`src/hdl/ced_pkg.sv`:
```
// Shared types, codes and a lookup function for the escape sequence decoder.
package ced_pkg;

    localparam logic [7:0] ESC_CHAR = 8'h5c;
    localparam logic [7:0] HEX_LEAD = 8'h78;
    localparam int unsigned NUM_LANES = 4;

    typedef enum logic [1:0] {
        ST_OK        = 2'd0,
        ST_END       = 2'd1,
        ST_HEX_EMPTY = 2'd2,
        ST_OCT_BIG   = 2'd3
    } t_status;

    // Digit classification of one byte, as found by one lane
    typedef struct packed {
        logic       hex_ok;
        logic [3:0] hex_val;
        logic       oct_ok;
        logic [2:0] oct_val;
    } t_digit;

    // One decoded word, as handed from the merge stage to the output register
    typedef struct packed {
        logic [7:0] value;
        logic [2:0] count;
        t_status    status;
    } t_result;

    typedef struct packed {
        logic       hit;
        logic [7:0] value;
    } t_simple;

    // Map a simple escape letter to its byte value
    function automatic t_simple simple_escape(input logic [7:0] c);
        t_simple r;
        r.hit   = 1'b1;
        r.value = 8'h00;
        case (c)
            8'h6e: r.value = 8'd10;
            8'h74: r.value = 8'd9;
            8'h76: r.value = 8'd11;
            8'h62: r.value = 8'd8;
            8'h72: r.value = 8'd13;
            8'h66: r.value = 8'd12;
            8'h61: r.value = 8'd7;
            8'h27: r.value = 8'd39;
            8'h22: r.value = 8'd34;
            8'h5c: r.value = 8'd92;
            default: r.hit = 1'b0;
        endcase
        return r;
    endfunction

endpackage

```
`src/hdl/ced_lane.sv`:
```
// One digit lane: classifies a single window byte as hex and octal digit.
module ced_lane (
    input  logic [7:0]      i_byte,
    output ced_pkg::t_digit o_digit
);

    logic [7:0] w_lower;

    // fold upper-case letters onto lower case
    assign w_lower = i_byte | 8'h20;

    always_comb begin
        o_digit = '0;
        // hex digit: 0-9, a-f, A-F
        if (i_byte inside {[8'h30:8'h39]}) begin
            o_digit.hex_ok  = 1'b1;
            o_digit.hex_val = i_byte[3:0];
        end else if (w_lower inside {[8'h61:8'h66]} &&
                     (i_byte inside {[8'h41:8'h46], [8'h61:8'h66]})) begin
            o_digit.hex_ok  = 1'b1;
            o_digit.hex_val = w_lower[3:0] + 4'd9;
        end
        // octal digit: 0-7
        if (i_byte inside {[8'h30:8'h37]}) begin
            o_digit.oct_ok  = 1'b1;
            o_digit.oct_val = i_byte[2:0];
        end
    end

endmodule

```
`src/hdl/ced_merge.sv`:
```
// Merge stage: combines the lane digit flags with the lead bytes into one result.
module ced_merge (
    input  logic [7:0]      i_byte_first,
    input  logic [7:0]      i_byte_second,
    input  ced_pkg::t_digit i_lane [ced_pkg::NUM_LANES],
    output ced_pkg::t_result o_result
);

    ced_pkg::t_simple w_simple;
    logic [1:0]       w_hex_nd;
    logic [7:0]       w_hex_val;
    logic [1:0]       w_oct_nd;
    logic [8:0]       w_oct_val;

    assign w_simple = ced_pkg::simple_escape(i_byte_second);

    // count leading hex digits after the x (lanes 1..3) and keep the low byte
    always_comb begin
        if (!i_lane[1].hex_ok) begin
            w_hex_nd  = 2'd0;
            w_hex_val = 8'h00;
        end else if (!i_lane[2].hex_ok) begin
            w_hex_nd  = 2'd1;
            w_hex_val = {4'h0, i_lane[1].hex_val};
        end else if (!i_lane[3].hex_ok) begin
            w_hex_nd  = 2'd2;
            w_hex_val = {i_lane[1].hex_val, i_lane[2].hex_val};
        end else begin
            w_hex_nd  = 2'd3;
            w_hex_val = {i_lane[2].hex_val, i_lane[3].hex_val};
        end
    end

    // count leading octal digits after the backslash (lanes 0..2)
    always_comb begin
        if (!i_lane[1].oct_ok) begin
            w_oct_nd  = 2'd1;
            w_oct_val = {6'd0, i_lane[0].oct_val};
        end else if (!i_lane[2].oct_ok) begin
            w_oct_nd  = 2'd2;
            w_oct_val = {3'd0, i_lane[0].oct_val, i_lane[1].oct_val};
        end else begin
            w_oct_nd  = 2'd3;
            w_oct_val = {i_lane[0].oct_val, i_lane[1].oct_val, i_lane[2].oct_val};
        end
    end

    // pick the case by the lead bytes
    always_comb begin
        o_result.value  = 8'h00;
        o_result.count  = 3'd1;
        o_result.status = ced_pkg::ST_OK;
        if (i_byte_first == 8'h00) begin
            o_result.count  = 3'd0;
            o_result.status = ced_pkg::ST_END;
        end else if (i_byte_first != ced_pkg::ESC_CHAR) begin
            o_result.value = i_byte_first;
        end else if (i_byte_second == 8'h00) begin
            o_result.value = ced_pkg::ESC_CHAR;
        end else if (w_simple.hit) begin
            o_result.value = w_simple.value;
            o_result.count = 3'd2;
        end else if (i_byte_second == ced_pkg::HEX_LEAD) begin
            o_result.count = 3'd2 + {1'b0, w_hex_nd};
            if (w_hex_nd == 2'd0) begin
                o_result.status = ced_pkg::ST_HEX_EMPTY;
            end else begin
                o_result.value = w_hex_val;
            end
        end else if (i_lane[0].oct_ok) begin
            o_result.count = 3'd1 + {1'b0, w_oct_nd};
            if (w_oct_val[8]) begin
                o_result.status = ced_pkg::ST_OCT_BIG;
            end else begin
                o_result.value = w_oct_val[7:0];
            end
        end else begin
            o_result.value = i_byte_second;
            o_result.count = 3'd2;
        end
    end

endmodule

```
`src/hdl/c_escape_sequence_decoder.sv`:
```
// Top level of the escape sequence decoder: digit lanes, merge and output register.
//
// Usage:
//   Drive a five-byte window from the head of a text buffer on i_byte_first
//   .. i_byte_fifth and raise start. A word is taken at each rising edge
//   where start is high and busy is low; busy is always low, so a new
//   window may be offered in every cycle.
//   Four digit lanes classify bytes two to five in parallel; the merge stage
//   selects the case from the first two bytes and the lane flags.
//   In the cycle after a window is taken, o_valid is high for exactly one cycle
//   with o_decoded_value, o_consumed_count and o_status (0 ok, 1 end of
//   text, 2 hex escape without digits, 3 octal value over 255).
//   Throughput is one window per cycle; the merge logic feeds the single
//   output register.
//   The receiver cannot stall: each result is shown for one cycle only and
//   must be captured then.
//   Synchronous reset (i_rst_n low) clears o_valid; no result is pending
//   after reset.
module c_escape_sequence_decoder (
    input  logic       i_clk,
    input  logic       i_rst_n,
    input  logic       start,
    output logic       busy,
    input  logic [7:0] i_byte_first,
    input  logic [7:0] i_byte_second,
    input  logic [7:0] i_byte_third,
    input  logic [7:0] i_byte_fourth,
    input  logic [7:0] i_byte_fifth,
    output logic       o_valid,
    output logic [7:0] o_decoded_value,
    output logic [2:0] o_consumed_count,
    output logic [1:0] o_status
);

    logic [7:0]        w_bytes [ced_pkg::NUM_LANES];
    ced_pkg::t_digit   w_lane  [ced_pkg::NUM_LANES];
    ced_pkg::t_result  w_result;
    ced_pkg::t_result  r_result;
    logic              r_valid;

    assign w_bytes[0] = i_byte_second;
    assign w_bytes[1] = i_byte_third;
    assign w_bytes[2] = i_byte_fourth;
    assign w_bytes[3] = i_byte_fifth;

    // classify each trailing byte in its own lane
    for (genvar g = 0; g < ced_pkg::NUM_LANES; g++) begin : g_lane
        ced_lane u_lane (
            .i_byte  (w_bytes[g]),
            .o_digit (w_lane[g])
        );
    end

    // combine lane findings
    ced_merge u_merge (
        .i_byte_first  (i_byte_first),
        .i_byte_second (i_byte_second),
        .i_lane        (w_lane),
        .o_result      (w_result)
    );

    // hold the strobe for one cycle per accepted word
    always_ff @(posedge i_clk) begin
        if (!i_rst_n) begin
            r_valid <= 1'b0;
        end else begin
            r_valid <= start;
        end
    end

    // capture the decoded word
    always_ff @(posedge i_clk) begin
        if (start) begin
            r_result <= w_result;
        end
    end

    assign busy             = 1'b0;
    assign o_valid          = r_valid;
    assign o_decoded_value  = r_result.value;
    assign o_consumed_count = r_result.count;
    assign o_status         = r_result.status;

endmodule

```
`config.mk`:
```
export PLATFORM = sky130hd
export DESIGN_NAME = c_escape_sequence_decoder
export DESIGN_NICKNAME = d
export VERILOG_FILES = /design/src/hdl/ced_pkg.sv /design/src/hdl/ced_lane.sv /design/src/hdl/ced_merge.sv /design/src/hdl/c_escape_sequence_decoder.sv
export SDC_FILE = /design/constraint.sdc
export NUM_CORES = 1
export LEC_CHECK = 0
export ABC_AREA = 1
export CORE_MARGIN = 2
export CORE_UTILIZATION = 65
export DETAILED_ROUTE_END_ITERATION = 7
export DONT_BUFFER_PORTS = 1
export GPL_TIMING_DRIVEN = 0
export PLACE_DENSITY = 0.81
export SLEW_MARGIN = 0
export SYNTH_ARGS = -nofsm -noshare
export SYNTH_HDL_FRONTEND = slang
export SYNTH_SLANG_ARGS = --single-unit
```
`constraint.sdc`:
```
create_clock -name i_clk -period 1.7 [get_ports i_clk]
set_input_delay 0 -clock i_clk [delete_from_list [all_inputs] [get_ports i_clk]]
set_output_delay 0 -clock i_clk [all_outputs]
set_load 0.005 [all_outputs]
```
==> results of run 1 <==
-- state kept, by name, summed over array words and instances, names as in the netlist --
signal	flops
o_decoded_value	8
o_consumed_count	3
o_status	2
o_valid	1
-- path summary, 6_finish.rpt --
kind | endpoint | slack [ps] | cells past startpoint
max | o_decoded_value[2] | 210 | 14
min | o_consumed_count[1] | 140 | 4
-- metrics by stage --
step,worst slack (ps),cell area (um^2)
3_5_place_dp,-47.4,2010
6_report,214,2150
4_1_cts,209,2140
2_1_floorplan,229,1970
3_3_place_gp,6.61,2010
5_1_grt,28.9,2150
-- per-layer routing --
layer	GRT usage	routed length [um]
met5	0	0
met3	0.0371	377
met2	0.508	2290
met1	0.386	2060
met4	0.0974	65
-- power groups by stage --
| stage | clock, W | sequential [W] | combinational [W] |
|---|---|---|---|
| floorplan | 0 | 0.000418 | 0.000165 |
| global placement | 0 | 0.000420 | 0.000196 |
| detailed placement | 0 | 0.000420 | 0.000202 |
| CTS | 0.000196 | 0.000412 | 0.000227 |
| global route | 0.000219 | 0.000416 | 0.000266 |
| finish | 0.000209 | 0.000412 | 0.000232 |
-- cell usage in the layout (no fill, tap or decap), types with 2 or more instances in the layout --
cell,count
nand4_1,10
nor2_2,3
nand2_1,107
ha_1,12
xor2_1,2
a21oi_1,10
nor3_1,5
o21ai_0,15
nor2_1,29
clkbuf_4,3
buf_4,2
o21bai_1,3
nor4_1,4
o211ai_1,3
nand3b_1,5
nand3_1,27
inv_1,55
a21boi_1,2
dlygate4sd3_1,10
o22ai_1,3
nand2_2,5
edfxtp_1,13
-- layout make-up --
class                      count  area share
inverter                      57      0.0997
buffer                         3     0.00933
clock buffer                   4      0.0122
timing repair buffer          10      0.0466
multi-input combinational    258       0.623
sequential                    14       0.191
tap                           31      0.0181
-- kinds of logic (layout without fill, tap and decap cells) --
| kind of cell | Yosys count | in the layout |
|---|---|---|
| simple gates | 202 | 202 |
| buf+inv | 60 | 74 |
| compound gates | 41 | 41 |
| flops | 14 | 14 |
| fa+ha+maj | 12 | 12 |
| xor+xnor | 2 | 2 |
| other cells | 1 | 1 |
-- repair_timing --
item | 4_1_cts | 5_1_grt
setup endpoints to repair | 0 | 4
gates resized for setup | 0 | 2
hold buffers | 10 | 0
hold endpoints to repair | 23 | 0
==> flow_metrics.tcl, run 1 <==
set metrics [dict create \
    status "complete, no violations" \
    multiInputGateArea_mm2 0.00134 \
    final-seq-area_um2 410 \
    cp_num_buf_inv 3 \
    p_comb_frac 0.272 \
    synth_xor_area_frac 0.00888 \
    ir_drop_uv 278 \
    relSlewSlack 0.601 \
    netlist_instances 332 \
    grt_pass1_vias 2023 \
    synth-seq-area-share 0.208 \
    start_util 0.697 \
    synthesis.area_mm2 0.00197 \
    ys_warn_count 0 \
    fin_nets 402 \
    num-fill-cells 256 \
    max_freq_mhz 673 \
    clk_pin_slew_worst_paths_ps 90 \
    path_class "in -> reg" \
    seqPwrFrac 0.483 \
    p_sw_frac 0.320 \
    synth_common_cells "108 x nand2_1, 55 x inv_1, 29 x nor2_1, 27 x nand3_1, 15 x o21ai_0" \
    critPathRequiredTime_ps 1740 \
    cts_buffers 3 \
    cts_max_level 1 \
    period_needed_ps 1490 \
    rsz0062_at_grt "false" \
    cts.sinks 14 \
    gp_congestion 0.889 \
    hold_violations 0 \
    grt_max_degree 15 \
    portBuffers 0 \
    cts_setup_buffers 0 \
    synthMuxAreaShare 0 \
    drc 0 \
    syn_nets 387 \
    hold_ws_ps 142 \
    cts_tree "yes" \
    crit_fanout 9 \
    synthTopCellsByArea "nand2_1 21%, edfxtp_1 20%, inv_1 10%, ha_1 7.6%, nand3_1 6.9%" \
    drt-wirelength-per-cell_um 12.7 \
    power_w 0.000853 \
    yosysMostFrequentCell "nand2_1" \
    fp.dieH_um 59.1 \
    core_mm2 0.00283 \
    wl_mm 4.79 \
    synth_simple_gate_area_share 0.463 \
    ys_seq_elements 14 \
    cp-start-kind "primary input" \
    cts_root_buf "clkbuf_4" \
    instances_no_fill 377 \
    synth_edf_count 13 \
    worst_pin_slew_ps 591 \
    fin_crit_sh 0.874 \
    drive_above_1_share 0.0607 \
    powerDensity_mw_per_mm2 398 \
    async_flop_share 0 \
    slew_violations 0 \
    crit_path_start "i_byte_fifth[0]" \
    clockPowerShare 0.245 \
    p_switching_w 0.000273 \
    synth_top_area_cell "nand2_1" \
    vias_per_cell 5.78 \
    synth_top_cell_area_share 0.206 \
    setup_viol 0 \
    crit_chain "inv_1, ha_1, nand2_1, nand3_1, nand2_1, nand2_1, inv_1, nand2_1, inv_1, nand2_1, nand3_1, nand2_1, nand2_1, a21oi_1" \
    p_int_w 0.000581 \
    synth_cell_type_count 36 \
    cpMostUsedCell "nand2_1" \
    fin_util 0.759 \
    slowest_delay_ps 210 \
    clockBufferDepth 2 \
    num_antenna_cells 0 \
    grt_antenna_before_repair 0 \
    die_area_mm2 0.00349 \
    avgSynthCellArea_um2 5.94 \
    fp-row-count 19 \
    synth_top_family_by_area "simple AND/OR/NAND/NOR gates" \
    hp-class "in -> reg" \
    die_w_um 59.1 \
    synth_compound_area_frac 0.124 \
    arrival_ps 1520 \
    worst_setup_path_end_kind "flip-flop" \
    yosys.area_share.adder 0.0761 \
    cp_top_family "simple AND/OR/NAND/NOR gates" \
    ios 58 \
    via_count 2180 \
    cp_slowest_cell "nand2_1" \
    syn_to_final_growth_pct 8.82 \
    drt.antenna.violating_nets 0 \
    gr-usage-all-layers 0.296 \
    p_leak_nw 1.17 \
    fin_setup_tns_ps 0 \
    maxCapViolCount 0 \
    place_inst 363 \
    drt_first_pass_iters 4 \
    synth_ff_type "edfxtp_1" \
    drt-initial-drc-count 137 \
    grt_overflow_total 0 \
    grt_pass1_wl_mm 8.14 \
    min_from "i_byte_first[4]" \
    hpwl_mm 3.71 \
]
Note: power is estimated with default switching activity, not from simulation.
==> inputs of run 2 (changes only) <==
--- a/config.mk
+++ b/config.mk
@@ -6,13 +6,16 @@
 export NUM_CORES = 1
 export LEC_CHECK = 0
 export ABC_AREA = 1
+export CORE_ASPECT_RATIO = 1.25
 export CORE_MARGIN = 2
-export CORE_UTILIZATION = 65
+export CORE_UTILIZATION = 66
 export DETAILED_ROUTE_END_ITERATION = 7
 export DONT_BUFFER_PORTS = 1
+export GPL_ROUTABILITY_DRIVEN = 0
 export GPL_TIMING_DRIVEN = 0
-export PLACE_DENSITY = 0.81
+export PLACE_DENSITY = 0.82
 export SLEW_MARGIN = 0
 export SYNTH_ARGS = -nofsm -noshare
 export SYNTH_HDL_FRONTEND = slang
+export SYNTH_HIERARCHICAL = 1
 export SYNTH_SLANG_ARGS = --single-unit
==> flow_metrics.tcl, run 2 <==
set metrics [dict create \
    vias_per_cell 5.48 \
    gr-usage-all-layers 0.271 \
    cts_root_buf "clkbuf_8" \
    instances_no_fill 437 \
    grt_max_degree 15 \
    fin_area_mm2 0.00257 \
    final_common_cell "nand2_1" \
    cts.sinks 14 \
    fp.dieH_um 70.7 \
    num_antenna_cells 0 \
    drt-wirelength-per-cell_um 12.6 \
    rsz0062_at_grt "false" \
    syn_nets 436 \
    largest_reg_flops 8 \
    hpwl_mm 4.24 \
    critPathRequiredTime_ps 1780 \
    grt_pass1_vias 2252 \
    portBuffers 0 \
    avgSynthCellArea_um2 6.16 \
    grt_overflow_total 0 \
    hold_violations 0 \
    fin_setup_tns_ps 0 \
    placed_cell_area_mm2 0.00240 \
    worst_setup_path_end_kind "flip-flop" \
    crit_chain "dlygate4sd3_1, inv_1, nand3_1, nor3_2, inv_1, nor2_4, buf_4, inv_1, a211oi_2" \
    grt_pass1_wl_mm 9.03 \
    start_util 0.680 \
    cpMostUsedCell "inv_1" \
    grt_antenna_before_repair 0 \
    die_w_um 57.3 \
    slew_violations 0 \
    setup_viol 0 \
    powerDensity_mw_per_mm2 366 \
    fin_nets 454 \
    cts_tree "yes" \
    drt.antenna.violating_nets 0 \
    period_needed_ps 1570 \
    via_count 2394 \
    power_w 0.000942 \
    status "complete, no violations" \
    cts_buffers 3 \
    arrival_ps 1650 \
    relSlewSlack 0.616 \
    drc 0 \
    clockBufferDepth 2 \
    place_inst 420 \
    drt-initial-drc-count 229 \
    wl_mm 5.52 \
    core_mm2 0.00345 \
    drive_above_1_share 0.198 \
    hp-class "in -> reg" \
    cp-start-kind "primary input" \
    max_freq_mhz 638 \
    cts_max_level 1 \
    path_class "in -> reg" \
    clk_pin_slew_worst_paths_ps 60 \
    fin_util 0.745 \
    ios 58 \
    synthesis.area_mm2 0.00235 \
    cp_slowest_cell "dlygate4sd3_1" \
    worst_pin_slew_ps 575 \
    drt_first_pass_iters 4 \
    fp-row-count 24 \
    final_cell_mix "111 x nand2_1, 46 x nand3_1, 43 x inv_1, 40 x nor2_1, 17 x o21ai_0" \
    ir_drop_uv 891 \
    crit_fanout 5 \
    slowest_delay_ps 550 \
    fin_crit_sh 0.921 \
    syn_to_final_growth_pct 9.65 \
    maxCapViolCount 0 \
    p_leak_nw 1.29 \
    netlist_instances 381 \
    die_area_mm2 0.00405 \
    ys_warn_count 6 \
]
## run 2: final timing paths
check / start / to / slack (ps) / depth (start not counted)
worst max-delay path: i_byte_first[1] / o_status[1] / 130 / 9
worst min-delay path: i_byte_first[3] / o_consumed_count[0] / 40 / 2
## run 2: power breakdown
| part | total [W] | switching [W] | internal, W | leakage [nW] |
|---|---|---|---|---|
| Clock | 0.000271 | 0.000106 | 0.000165 | 0.0228 |
| Combinational | 0.000257 | 0.000159 | 0.0000983 | 1.13 |
| Sequential | 0.000414 | 0.0000116 | 0.000402 | 0.135 |
| Total | 0.000942 | 0.000276 | 0.000666 | 1.29 |
## run 2: worst max-delay path, delay by kind of cell
family / cells / cell delay, ps
AO/OA/AOI/OAI: 1 / 190
buffers and inverters: 5 / 960
AND/OR/NAND/NOR: 3 / 500
## run 2: cell type report
cell class / count / area (um^2)
Clock buffer: 4 / 45.0
Fill cell: 305 / 880
Sequential cell: 14 / 410
Timing Repair Buffer: 13 / 123
Buffer: 2 / 12.5
Multi-Input combinational cell: 304 / 1700
Tap cell: 39 / 48.8
Inverter: 61 / 236
## run 2: through the flow
stage | hold WS, ps | setup slack (ps)
2_1_floorplan | 93.5 | 52.8
3_3_place_gp | 96.0 | -293
3_5_place_dp | 98.5 | -293
4_1_cts | 1.17 | 98.7
5_1_grt | 98.4 | 16.8
6_report | 44.5 | 134
## run 2: repair_timing
item / 4_1_cts / 5_1_grt
pin swaps: 1 / 1
resized for setup: 0 / 6
setup endpoints to repair: 3 / 8
hold buffers: 9 / 1
setup buffers: 1 / 2
endpoints found under the hold margin: 21 / 1
## run 2: per-layer routing
layer	up-vias	track usage	wire (um)
met4	0	0.103	192
met5	-	0	0
met1	1047	0.296	2130
li1	1251	-	-
met3	19	0.0219	214
met2	77	0.525	2970
==> inputs of run 3 (changes only) <==
--- a/config.mk
+++ b/config.mk
@@ -6,14 +6,13 @@
 export NUM_CORES = 1
 export LEC_CHECK = 0
 export ABC_AREA = 1
-export CORE_ASPECT_RATIO = 1.25
 export CORE_MARGIN = 2
 export CORE_UTILIZATION = 66
 export DETAILED_ROUTE_END_ITERATION = 7
 export DONT_BUFFER_PORTS = 1
 export GPL_ROUTABILITY_DRIVEN = 0
 export GPL_TIMING_DRIVEN = 0
-export PLACE_DENSITY = 0.82
+export PLACE_DENSITY = 0.84
 export SLEW_MARGIN = 0
 export SYNTH_ARGS = -nofsm -noshare
 export SYNTH_HDL_FRONTEND = slang
==> flow_metrics.tcl, run 3 (same netlist as run 2, synthesis figures left out) <==
set metrics [dict create \
    status "complete, no violations" \
    clockBufferDepth 2 \
    fp-row-count 21 \
    dr_wl_met3_um 367 \
    fin_nets 452 \
    path_class "in -> reg" \
    start_util 0.698 \
    crit_path_start "i_byte_second[6]" \
    max_freq_mhz 626 \
    placed_cell_area_mm2 0.00240 \
    cts_root_buf "clkbuf_4" \
    period_needed_ps 1600 \
    m1WireLength_mm 2.51 \
    slew_violations 0 \
    worst_setup_path_end_kind "flip-flop" \
    vias_per_cell 5.49 \
    wl_met2_mm 2.78 \
    portBuffers 0 \
    num_antenna_cells 0 \
    critPathRequiredTime_ps 1720 \
    grt_max_degree 15 \
    p_leak_nw 1.27 \
    die_w_um 63.6 \
    clockPowerShare 0.225 \
    gr-usage-all-layers 0.290 \
    drt.antenna.violating_nets 0 \
    fin_area_mm2 0.00255 \
    drt-initial-drc-count 197 \
    hold_ws_ps 20.2 \
    seqPwrFrac 0.477 \
    grt_pass1_wl_mm 9.65 \
    arrival_ps 1620 \
    drt_first_pass_iters 7 \
    wl_mm 5.68 \
    clk_pin_slew_worst_paths_ps 80 \
    num-fill-cells 293 \
    cp-start-kind "primary input" \
    drive_above_1_share 0.192 \
    crit_fanout 4 \
    dp_slack_ps -233 \
    cts.sinks 14 \
    hold_violations 0 \
    drc 0 \
    hpwl_mm 4.30 \
    p_switching_w 0.000280 \
    grt_overflow_total 0 \
    rsz0062_at_grt "false" \
    grt_antenna_before_repair 0 \
    die_area_mm2 0.00405 \
    worst_pin_slew_ps 612 \
    place_inst 427 \
    core_mm2 0.00336 \
    ios 58 \
    setup_slack_ps 102 \
    cp-endpoint "o_decoded_value[0]" \
    min_from "i_byte_first[3]" \
    instances_no_fill 442 \
    routed.top_layer "met4" \
    hp-class "in -> reg" \
    relSlewSlack 0.591 \
    p_comb_frac 0.298 \
    fp.dieH_um 63.6 \
    via_count 2428 \
    p_sw_frac 0.322 \
    ir_drop_uv 215 \
    cts_tree "yes" \
    powerDensity_mw_per_mm2 341 \
    largest_reg_flops 8 \
    setup_viol 0 \
    cts_buffers 3 \
    drt-wirelength-per-cell_um 12.8 \
    cts_max_level 1 \
    fin_util 0.758 \
    maxCapViolCount 0 \
    final_common_cell "nand2_1" \
    syn_to_final_growth_pct 8.58 \
    p_int_w 0.000590 \
    fin_crit_sh 0.940 \
    final_cell_mix "110 x nand2_1, 46 x nand3_1, 44 x inv_1, 41 x nor2_1, 18 x o21ai_0" \
    grt_pass1_vias 2217 \
]
run 3: final cells by class:
cell class                      count  area [um^2]  share of cell area
Buffer                              2         12.5             0.00491
Clock buffer                        4         26.3              0.0103
Inverter                           61          236              0.0928
Multi-Input combinational cell    304         1700               0.666
Timing Repair Buffer               11          108              0.0422
Sequential cell                    14          410               0.161
Tap cell                           46         57.6              0.0226
run 3: worst min path at each step:
stage	endpoint	slack [ps]	cells after the start
6_report	o_consumed_count[0]	20	2
5_1_grt	o_consumed_count[0]	30	2
4_1_cts	o_consumed_count[0]	40	2
3_5_place_dp	o_valid	110	2
3_3_place_gp	o_valid	100	2
2_1_floorplan	o_valid	90	2
run 3: worst max-delay path: stages:
cell and delay (ps):
or2_4 240, nor3_4 180, nand2_1 70, inv_1 120
inv_1 90, o21ai_0 290, inv_1 150, nand2_1 90
nand3_1 70, nand2_1 80, nand2_1 70, nand3_1 70
nand2_1 100
run 3: power groups by stage:
stage	clock network [W]	registers (W)	logic, W
2_1_floorplan	0	0.000418	0.000191
3_3_place_gp	0	0.000420	0.000220
3_5_place_dp	0	0.000421	0.000225
4_1_cts	0.000186	0.000413	0.000250
5_1_grt	0.000211	0.000417	0.000293
6_report	0.000196	0.000415	0.000259
run 3: per-layer routing:
layer	up-vias	global-route usage
met5	-	0
met4	0	0.0408
met3	4	0.0214
met2	103	0.517
met1	1084	0.390
li1	1237	-
run 3: metrics by stage:
stage,power (W),TNS (ps)
CTS,0.000849,0
finish,0.000870,0
global route,0.000921,0
global placement,0.000639,-1300
floorplan,0.000608,0
detailed placement,0.000645,-1390
run 3: timing repair:
item | 4_1_cts | 5_1_grt
hold buffers | 10 | 0
endpoints found under the setup margin | 0 | 6
hold endpoints to repair | 22 | 0
buffers inserted | 0 | 1
gates resized for setup | 0 | 4
